## src/rtl/lbs_pkg.sv

```systemverilog
`timescale 1ns / 1ps
`default_nettype none
package lbs_pkg;

	// Palette geometry
	localparam int JOINT_COUNT = 64;
	localparam int MAT_ENTRIES = 12;
	localparam int PAL_DEPTH   = JOINT_COUNT * MAT_ENTRIES;
	localparam int PAL_AW      = $clog2(PAL_DEPTH);

	// Field widths
	localparam int JOINT_W = 6;
	localparam int ELEM_W  = 4;
	localparam int VAL_W   = 32;
	localparam int WGT_W   = 17;
	localparam int POS_W   = 32;
	localparam int NRM_W   = 16;

	// Input word layout, lowest bit first
	localparam int OFS_JOINT = 0;
	localparam int OFS_ELEM  = OFS_JOINT + JOINT_W;
	localparam int OFS_VAL   = OFS_ELEM + ELEM_W;
	localparam int OFS_WGT   = OFS_VAL + VAL_W;
	localparam int OFS_PX    = OFS_WGT + WGT_W;
	localparam int OFS_PY    = OFS_PX + POS_W;
	localparam int OFS_PZ    = OFS_PY + POS_W;
	localparam int OFS_NX    = OFS_PZ + POS_W;
	localparam int OFS_NY    = OFS_NX + NRM_W;
	localparam int OFS_NZ    = OFS_NY + NRM_W;
	localparam int IN_BITS   = OFS_NZ + NRM_W;
	localparam int IN_DATA_W = ((IN_BITS + 7) / 8) * 8;

	// Output word width
	localparam int OUT_DATA_W = 3 * POS_W + 3 * NRM_W;

	// Arithmetic widths
	localparam int ACC_W  = 48;
	localparam int MQ_W   = 33;
	localparam int PROD_W = 2 * MQ_W;
	localparam int SUM_W  = 52;

	localparam logic [WGT_W-1:0] WEIGHT_ONE = WGT_W'(65536);

	// Request kinds carried in tuser
	typedef enum logic {
		REQ_WRITE     = 1'b0,
		REQ_INFLUENCE = 1'b1
	} req_t;

	// What the product register holds
	typedef enum logic [1:0] {
		MUL_NONE,
		MUL_ACC,
		MUL_POS,
		MUL_NRM
	} mul_kind_t;

	typedef enum logic [3:0] {
		ST_IDLE,
		ST_ACC_RD,
		ST_ACC_DRAIN,
		ST_FIN_LOAD,
		ST_FIN_MULP,
		ST_FIN_MULN,
		ST_FIN_TRANS,
		ST_FIN_ROW,
		ST_OUT
	} state_t;

	// Controller to datapath commands
	typedef struct packed {
		logic              capture;
		logic              pal_wr;
		logic              rd_en;
		logic [ELEM_W-1:0] elem;
		logic              fin_load;
		logic              sum_clr;
		mul_kind_t         fin_mul;
		logic [1:0]        col;
		logic              add_trans;
		logic              row_done;
		logic [1:0]        row;
		logic              out_load;
	} cmd_t;

	// Datapath to controller status
	typedef struct packed {
		logic joint_ok;
	} status_t;

endpackage
`default_nettype wire

```

## src/rtl/lbs_ctrl.sv

```systemverilog
`timescale 1ns / 1ps
`default_nettype none
module lbs_ctrl (
	input  wire logic             clk,
	input  wire logic             arst_n,
	input  wire logic             in_valid,
	input  wire logic             in_kind,
	input  wire logic             in_last,
	output logic                  in_ready,
	output logic                  out_valid,
	input  wire logic             out_ready,
	input  wire lbs_pkg::status_t st,
	output lbs_pkg::cmd_t         cmd
);

	lbs_pkg::state_t            state_q, state_d;
	logic [lbs_pkg::ELEM_W-1:0] cnt_q, cnt_d;
	logic [1:0]                 col_q, col_d;
	logic [1:0]                 row_q, row_d;
	logic                       drain_q, drain_d;
	logic                       last_q, last_d;
	logic                       out_valid_q, out_valid_d;

	// State and counter registers.
	always_ff @(posedge clk or negedge arst_n) begin
		if (!arst_n) begin
			state_q     <= lbs_pkg::ST_IDLE;
			cnt_q       <= '0;
			col_q       <= '0;
			row_q       <= '0;
			drain_q     <= 1'b0;
			last_q      <= 1'b0;
			out_valid_q <= 1'b0;
		end else begin
			state_q     <= state_d;
			cnt_q       <= cnt_d;
			col_q       <= col_d;
			row_q       <= row_d;
			drain_q     <= drain_d;
			last_q      <= last_d;
			out_valid_q <= out_valid_d;
		end
	end

	// Next state and commands.
	always_comb begin
		state_d   = state_q;
		cnt_d     = cnt_q;
		col_d     = col_q;
		row_d     = row_q;
		drain_d   = drain_q;
		last_d    = last_q;
		in_ready  = 1'b0;
		cmd       = '0;
		cmd.elem  = cnt_q;
		cmd.col   = col_q;
		cmd.row   = row_q;
		cmd.fin_mul = lbs_pkg::MUL_NONE;

		unique case (state_q)
			lbs_pkg::ST_IDLE: begin
				in_ready = 1'b1;
				if (in_valid) begin
					if (in_kind == lbs_pkg::REQ_INFLUENCE) begin
						cmd.capture = 1'b1;
						last_d      = in_last;
						col_d       = '0;
						row_d       = '0;
						if (st.joint_ok) begin
							cnt_d   = '0;
							state_d = lbs_pkg::ST_ACC_RD;
						end else if (in_last) begin
							state_d = lbs_pkg::ST_FIN_LOAD;
						end
					end else begin
						cmd.pal_wr = 1'b1;
					end
				end
			end
			lbs_pkg::ST_ACC_RD: begin
				cmd.rd_en = 1'b1;
				if (cnt_q == lbs_pkg::ELEM_W'(lbs_pkg::MAT_ENTRIES - 1)) begin
					drain_d = 1'b0;
					state_d = lbs_pkg::ST_ACC_DRAIN;
				end else begin
					cnt_d = cnt_q + 1'b1;
				end
			end
			lbs_pkg::ST_ACC_DRAIN: begin
				// Wait for the read and multiply stages to empty.
				if (drain_q) begin
					state_d = last_q ? lbs_pkg::ST_FIN_LOAD : lbs_pkg::ST_IDLE;
				end else begin
					drain_d = 1'b1;
				end
			end
			lbs_pkg::ST_FIN_LOAD: begin
				cmd.fin_load = 1'b1;
				cmd.sum_clr  = (col_q == 2'd0);
				state_d = (col_q == 2'd3) ? lbs_pkg::ST_FIN_TRANS : lbs_pkg::ST_FIN_MULP;
			end
			lbs_pkg::ST_FIN_MULP: begin
				cmd.fin_mul = lbs_pkg::MUL_POS;
				state_d     = lbs_pkg::ST_FIN_MULN;
			end
			lbs_pkg::ST_FIN_MULN: begin
				cmd.fin_mul = lbs_pkg::MUL_NRM;
				col_d       = col_q + 1'b1;
				state_d     = lbs_pkg::ST_FIN_LOAD;
			end
			lbs_pkg::ST_FIN_TRANS: begin
				cmd.add_trans = 1'b1;
				state_d       = lbs_pkg::ST_FIN_ROW;
			end
			lbs_pkg::ST_FIN_ROW: begin
				cmd.row_done = 1'b1;
				col_d        = '0;
				if (row_q == 2'd2) begin
					state_d = lbs_pkg::ST_OUT;
				end else begin
					row_d   = row_q + 1'b1;
					state_d = lbs_pkg::ST_FIN_LOAD;
				end
			end
			lbs_pkg::ST_OUT: begin
				if (!out_valid_q || out_ready) begin
					cmd.out_load = 1'b1;
					state_d      = lbs_pkg::ST_IDLE;
				end
			end
			default: begin
				state_d = lbs_pkg::ST_IDLE;
			end
		endcase

		// Output word flag: set on load, cleared when taken.
		if (cmd.out_load) begin
			out_valid_d = 1'b1;
		end else if (out_ready) begin
			out_valid_d = 1'b0;
		end else begin
			out_valid_d = out_valid_q;
		end
	end

	assign out_valid = out_valid_q;

endmodule
`default_nettype wire

```

## config.mk

```make
export PLATFORM = sky130hd
export DESIGN_NAME = lbs_ctrl
export DESIGN_NICKNAME = d
export VERILOG_FILES = /design/src/rtl/lbs_pkg.sv /design/src/rtl/lbs_ctrl.sv
export SDC_FILE = /design/constraint.sdc
export NUM_CORES = 1
export LEC_CHECK = 0
export BUFFER_PORTS_ARGS = -buffer_cell sky130_fd_sc_hd__buf_2
export CORE_AREA = 4 4 54 56
export DETAILED_ROUTE_END_ITERATION = 12
export DIE_AREA = 0 0 58 60
export PLACE_DENSITY = 0.57
export SYNTH_ARGS = -nofsm -noshare
export SYNTH_HDL_FRONTEND = slang
export SYNTH_SLANG_ARGS = --single-unit
```

## constraint.sdc

```tcl
create_clock -name clk -period 3.5 [get_ports clk]
set_input_delay 1.05 -clock clk [delete_from_list [all_inputs] [get_ports clk]]
set_output_delay 1.05 -clock clk [all_outputs]
set_load 0.01 [all_outputs]
```

======== Word-level counts from Yosys, hierarchy flattened ========
Index checks and enable logic that the tools add are counted.
operators by class
  add/subtract/negate cells ............... 3
  eq/ne operators ......................... 20
  muxes and demuxes ....................... 37
  reduce and logical (&&, ||, !) cells .... 15
operators with widths
  operator                                                         number
  4-bit 2-to-1 mux                                                 12
  4-bit one-hot mux with 9 select lines                            1
  4-bit by 3-bit == test with 1-bit output, second input constant  4
  2-bit 2-to-1 mux                                                 8
  2-bit inequality test, second input constant                     8
  1-bit 2-to-1 mux                                                 11
  4-bit by 2-bit == test with 1-bit output, second input constant  2
  4-bit == test, second input constant                             2
  2-bit one-hot mux with 2 select lines                            2
  4-bit one-hot mux with 2 select lines                            1
  2-bit nonzero test                                               4
  2-bit one-hot mux with 3 select lines                            1
  3-bit AND reduction                                              2
  6-bit AND reduction                                              1
  5-bit AND reduction                                              1
  2-bit by 1-bit adder with 2-bit output, second input constant    2
  4-bit by 1-bit adder with 4-bit output, second input constant    1
  2-bit == test, second input constant                             2
  4-bit by 1-bit == test with 1-bit output, second input constant  1
  4-bit zero test                                                  1
  4-bit AND reduction                                              1
  3-bit inequality test, second input constant                     1
  3-bit nonzero test                                               1
  2-bit zero test                                                  1
  4 further kinds                                                  4
storage, ports and cells
  flip-flop bits (word level) ............. 15
  input bits .............................. 7
  output and inout bits ................... 20
  logic and storage cells ................. 82

======== Longest topological paths before layout ========
  depth in word-level cells ............... 5
  mapped depth ............................ 6
  gate-level depth less buffers ........... 6

======== Least setup slack after synthesis ========
OpenSTA, ideal clock, no wires.
  path kind ............................... input-to-output
  from .................................... input port out_ready
  to ...................................... output port cmd[0] in the netlist's numbering
  arrival time ............................ 1443 ps
  data required time ...................... 2450 ps
  path slack .............................. 1007 ps
  stages .................................. 3
  path buffers ............................ 1
  cell sequence ........................... nand2b_1 -> nor2b_1 -> buf_4
RTL lines
  item                line            RTL
  start: declaration  lbs_ctrl.sv:11  input wire logic out_ready,
  end: declaration    lbs_ctrl.sv:13  output lbs_pkg::cmd_t cmd

==> flow_results.xml <==
<?xml version="1.0" encoding="UTF-8"?>
<metrics>
  <group name="outcome">
    <metric name="status" unit="">complete, no violations</metric>
  </group>
  <group name="clock_network">
    <metric name="cts_hold_buf" unit="">0</metric>
    <metric name="cts_setup_buffers" unit="">0</metric>
    <metric name="tritoncts.num_buffers" unit="">3</metric>
    <metric name="clock_insertion_delay_worst_skew" unit="ns">0.29</metric>
    <metric name="cts_buffer_depth" unit="">2</metric>
    <metric name="clock_tree.root_cell" unit="">sky130_fd_sc_hd__clkbuf_4</metric>
    <metric name="post_cts.resized_instances" unit="">0</metric>
    <metric name="cts_sinks" unit="">15</metric>
    <metric name="cts_tree" unit="">done</metric>
    <metric name="ctsHtreeMaxLevel" unit="">1</metric>
    <metric name="path_clk_slew" unit="ns">0.09</metric>
  </group>
  <group name="die">
    <metric name="ioPinCount" unit="">27</metric>
    <metric name="core_area" unit="um2">2430</metric>
    <metric name="initial_core_util" unit="">0.380</metric>
    <metric name="dieWidth" unit="um">58</metric>
    <metric name="rows" unit="">18</metric>
    <metric name="dieHeight" unit="um">60</metric>
    <metric name="fp.dieArea" unit="um2">3480</metric>
  </group>
  <group name="sta">
    <metric name="final_max_slew_viol_count" unit="">0</metric>
    <metric name="clock-skew-final" unit="ns">0.00176</metric>
    <metric name="post-route-period-util" unit="">0.792</metric>
    <metric name="period_needed" unit="ns">2.77</metric>
    <metric name="slew_headroom" unit="">0.699</metric>
    <metric name="grt_setup_unrepaired" unit="">no</metric>
    <metric name="worstMarginPinSlew" unit="ns">0.452</metric>
    <metric name="hold_violations" unit="">0</metric>
    <metric name="setup_total_negative_slack" unit="ns">0</metric>
    <metric name="number_of_endpoints_failing_setup_at_the_final_stage" unit="">0</metric>
    <metric name="fmax_achieved" unit="GHz">0.361</metric>
  </group>
  <group name="critical_path">
    <metric name="data_required_time_of_the_worst_path" unit="ns">2.45</metric>
    <metric name="reg2regPathDepth" unit="">5</metric>
    <metric name="worst-r2r-setup-slack" unit="ns">1.94</metric>
    <metric name="r2r-start" unit="">state_q[1]</metric>
    <metric name="crit_arrival" unit="ns">1.72</metric>
    <metric name="worstReg2RegEnd" unit="">last_q</metric>
    <metric name="path_class" unit="">reg2out</metric>
    <metric name="timing.critical_path.from_type" unit="">flip-flop</metric>
    <metric name="worstSetupEndpointType" unit="">primary output</metric>
    <metric name="worstPathMaxFanout" unit="">16</metric>
  </group>
  <group name="logic_synthesis">
    <metric name="number_of_synthesized_register_bits" unit="">15</metric>
    <metric name="sequential_area_share_after_synthesis" unit="">0.407</metric>
    <metric name="synth_fp_nets" unit="">112</metric>
    <metric name="postSynthCellCount" unit="">101</metric>
    <metric name="post_synth_edffs" unit="">0</metric>
    <metric name="top_ff_cell_synth" unit="">sky130_fd_sc_hd__dfrtp_1</metric>
    <metric name="synth_warnings" unit="">0</metric>
    <metric name="synth-async-reset-ratio" unit="">1.00</metric>
    <metric name="synth_area" unit="um2">923</metric>
    <metric name="synth_area_per_cell" unit="um2">9.14</metric>
    <metric name="synth.lib_cells_used.distinct" unit="">37</metric>
  </group>
  <group name="power_and_ir_drop">
    <metric name="power-per-cell-area" unit="nW/um2">823</metric>
    <metric name="p_leak" unit="nW">0.557</metric>
    <metric name="vdd.ir_drop.worst" unit="mV">0.363</metric>
  </group>
  <group name="run">
    <metric name="maxCapViolCount" unit="">0</metric>
  </group>
  <group name="hold_path">
    <metric name="hp-class" unit="">reg2reg</metric>
    <metric name="timing.hold.worst.start" unit="">row_q[0]</metric>
    <metric name="hold_path_depth" unit="">1</metric>
    <metric name="worstHoldEndpoint" unit="">row_q[0]</metric>
  </group>
  <group name="global_route">
    <metric name="grt_usage" unit="">0.141</metric>
    <metric name="grt_first_pass_wirelength" unit="um">3620</metric>
    <metric name="grt_start_max_net_pins" unit="">17</metric>
    <metric name="first_global_vias" unit="">805</metric>
    <metric name="globalRoute.totalOverflow" unit="">0</metric>
    <metric name="antenna_found_initial" unit="">0</metric>
  </group>
  <group name="placement">
    <metric name="post-dp-hpwl" unit="um">1610</metric>
    <metric name="dpl_cell_area" unit="um2">1060</metric>
    <metric name="routability_cong" unit="">0.732</metric>
    <metric name="placement.io_buffers" unit="">26</metric>
  </group>
  <group name="detailed_routing">
    <metric name="avgRoutedWirePerCell" unit="um">13.8</metric>
    <metric name="drt_iter0_markers" unit="">24</metric>
    <metric name="drt_pass1_iterations" unit="">4</metric>
    <metric name="vias_per_cell" unit="">5.47</metric>
    <metric name="finalWirelength" unit="um">2150</metric>
    <metric name="num_vias" unit="">853</metric>
    <metric name="drcViolationCount" unit="">0</metric>
    <metric name="antenna_left" unit="">0</metric>
  </group>
  <group name="final_layout">
    <metric name="finalNetCount" unit="">138</metric>
    <metric name="num_antenna_cells" unit="">0</metric>
    <metric name="areaGrowthSynthToFinish" unit="%">18.0</metric>
    <metric name="drive_gt1_frac" unit="">0.278</metric>
    <metric name="final_cell_area" unit="um2">1090</metric>
  </group>
</metrics>
-- per-layer routing --
metal / wire [um] / up-vias / track usage
met2: 1000 / 26 / 0.232
met3: 158 / 4 / 0.0302
met1: 932 / 412 / 0.163
met5: 0 / - / 0
li1: - / 411 / -
met4: 60 / 0 / 0.0993
-- where the power goes --
part           switching (mW)  internal, mW  total [mW]
logic                   0.233         0.208       0.441
registers               0.109         0.241       0.351
clock network          0.0602        0.0444       0.105
-- stage by stage --
step / total power [mW] / hold WS, ns / utilization / setup WS (ns) / instances
floorplan: 0.659 / 0.487 / - / 1.01 / 101
global placement: 0.795 / 0.483 / 0.437 / 0.905 / 152
detailed placement: 0.801 / 0.493 / 0.437 / 0.887 / 152
CTS: 0.913 / 0.508 / 0.448 / 0.713 / 156
global route: 0.994 / 0.520 / 0.448 / 0.600 / 156
finish: 0.897 / 0.508 / 0.448 / 0.729 / 156
-- how the worst max path moves through the flow --
stage                     startpoint      to  slack (ns)  depth (start not counted)
after floorplan            out_ready  cmd[0]        1.01                          3
after global placement     out_ready  cmd[0]        0.91                          4
after detailed placement   out_ready  cmd[0]        0.89                          4
after CTS                 state_q[0]  cmd[0]        0.71                          3
after global routing      state_q[0]  cmd[0]        0.60                          3
final                     state_q[0]  cmd[0]        0.73                          3
-- sequential cells by signal, indices dropped and copies added (netlist names) --
name	count
drain_q	1
row_q	2
state_q	4
col_q	2
cnt_q	4
last_q	1
out_valid	1
-- placed cells by master, fill, tap and decap left out, types with 2 or more instances in the layout --
master and count:
sky130_fd_sc_hd__buf_2 26, sky130_fd_sc_hd__dfrtp_1 15, sky130_fd_sc_hd__nor2_1 10, sky130_fd_sc_hd__nand2_1 9
sky130_fd_sc_hd__inv_1 7, sky130_fd_sc_hd__o21ai_0 7, sky130_fd_sc_hd__ha_1 4, sky130_fd_sc_hd__nand2b_1 3
sky130_fd_sc_hd__nor2b_1 3, sky130_fd_sc_hd__a21oi_1 3, sky130_fd_sc_hd__clkbuf_4 3, sky130_fd_sc_hd__nand3b_1 2
sky130_fd_sc_hd__and3_1 2, sky130_fd_sc_hd__nor3b_1 2, sky130_fd_sc_hd__a32o_1 2, sky130_fd_sc_hd__nand3_1 2
sky130_fd_sc_hd__o21ai_1 2, sky130_fd_sc_hd__a211oi_1 2, sky130_fd_sc_hd__o32ai_1 2, sky130_fd_sc_hd__a22o_1 2
-- kinds of logic after synthesis --
group           synth area share
mux                       0.0284
compound gates             0.183
flops                      0.407
buf+inv                   0.0623
simple gates               0.266
fa+ha+maj                 0.0542
-- cell usage after synthesis (2+ instances only) --
library cell	number	area [um2]
sky130_fd_sc_hd__and3_1	2	12.5
sky130_fd_sc_hd__nor2_1	10	37.5
sky130_fd_sc_hd__nand3_1	2	10.0
sky130_fd_sc_hd__o32ai_1	2	17.5
sky130_fd_sc_hd__a21oi_1	3	15.0
sky130_fd_sc_hd__a211oi_1	2	15.0
sky130_fd_sc_hd__a22o_1	2	17.5
sky130_fd_sc_hd__nand2_1	9	33.8
sky130_fd_sc_hd__nand2b_1	3	18.8
sky130_fd_sc_hd__o21ai_0	7	35.0
sky130_fd_sc_hd__nand3b_1	2	15.0
sky130_fd_sc_hd__o21ai_1	2	10.0
sky130_fd_sc_hd__nor3b_1	2	15.0
sky130_fd_sc_hd__buf_2	4	20.0
sky130_fd_sc_hd__a32o_1	2	20.0
sky130_fd_sc_hd__inv_1	7	26.3
sky130_fd_sc_hd__dfrtp_1	15	375
sky130_fd_sc_hd__ha_1	4	50.1
sky130_fd_sc_hd__nor2b_1	3	18.8
-- final cells by class --
| type | count | area (um2) |
|---|---|---|
| tap | 30 | 37.5 |
| inverter | 8 | 30.0 |
| multi-input combinational | 73 | 490 |
| sequential | 15 | 375 |
| timing repair buffer | 26 | 130 |
| fill | 252 | 1340 |
| clock buffer | 4 | 26.3 |
-- critical path, stage by stage, from the launching register on --
cell and delay (ns):
sky130_fd_sc_hd__dfrtp_1 0.54, sky130_fd_sc_hd__or4b_1 0.63, sky130_fd_sc_hd__nor2b_1 0.13, sky130_fd_sc_hd__buf_2 0.13
Note: power is estimated with default switching activity, not from simulation.
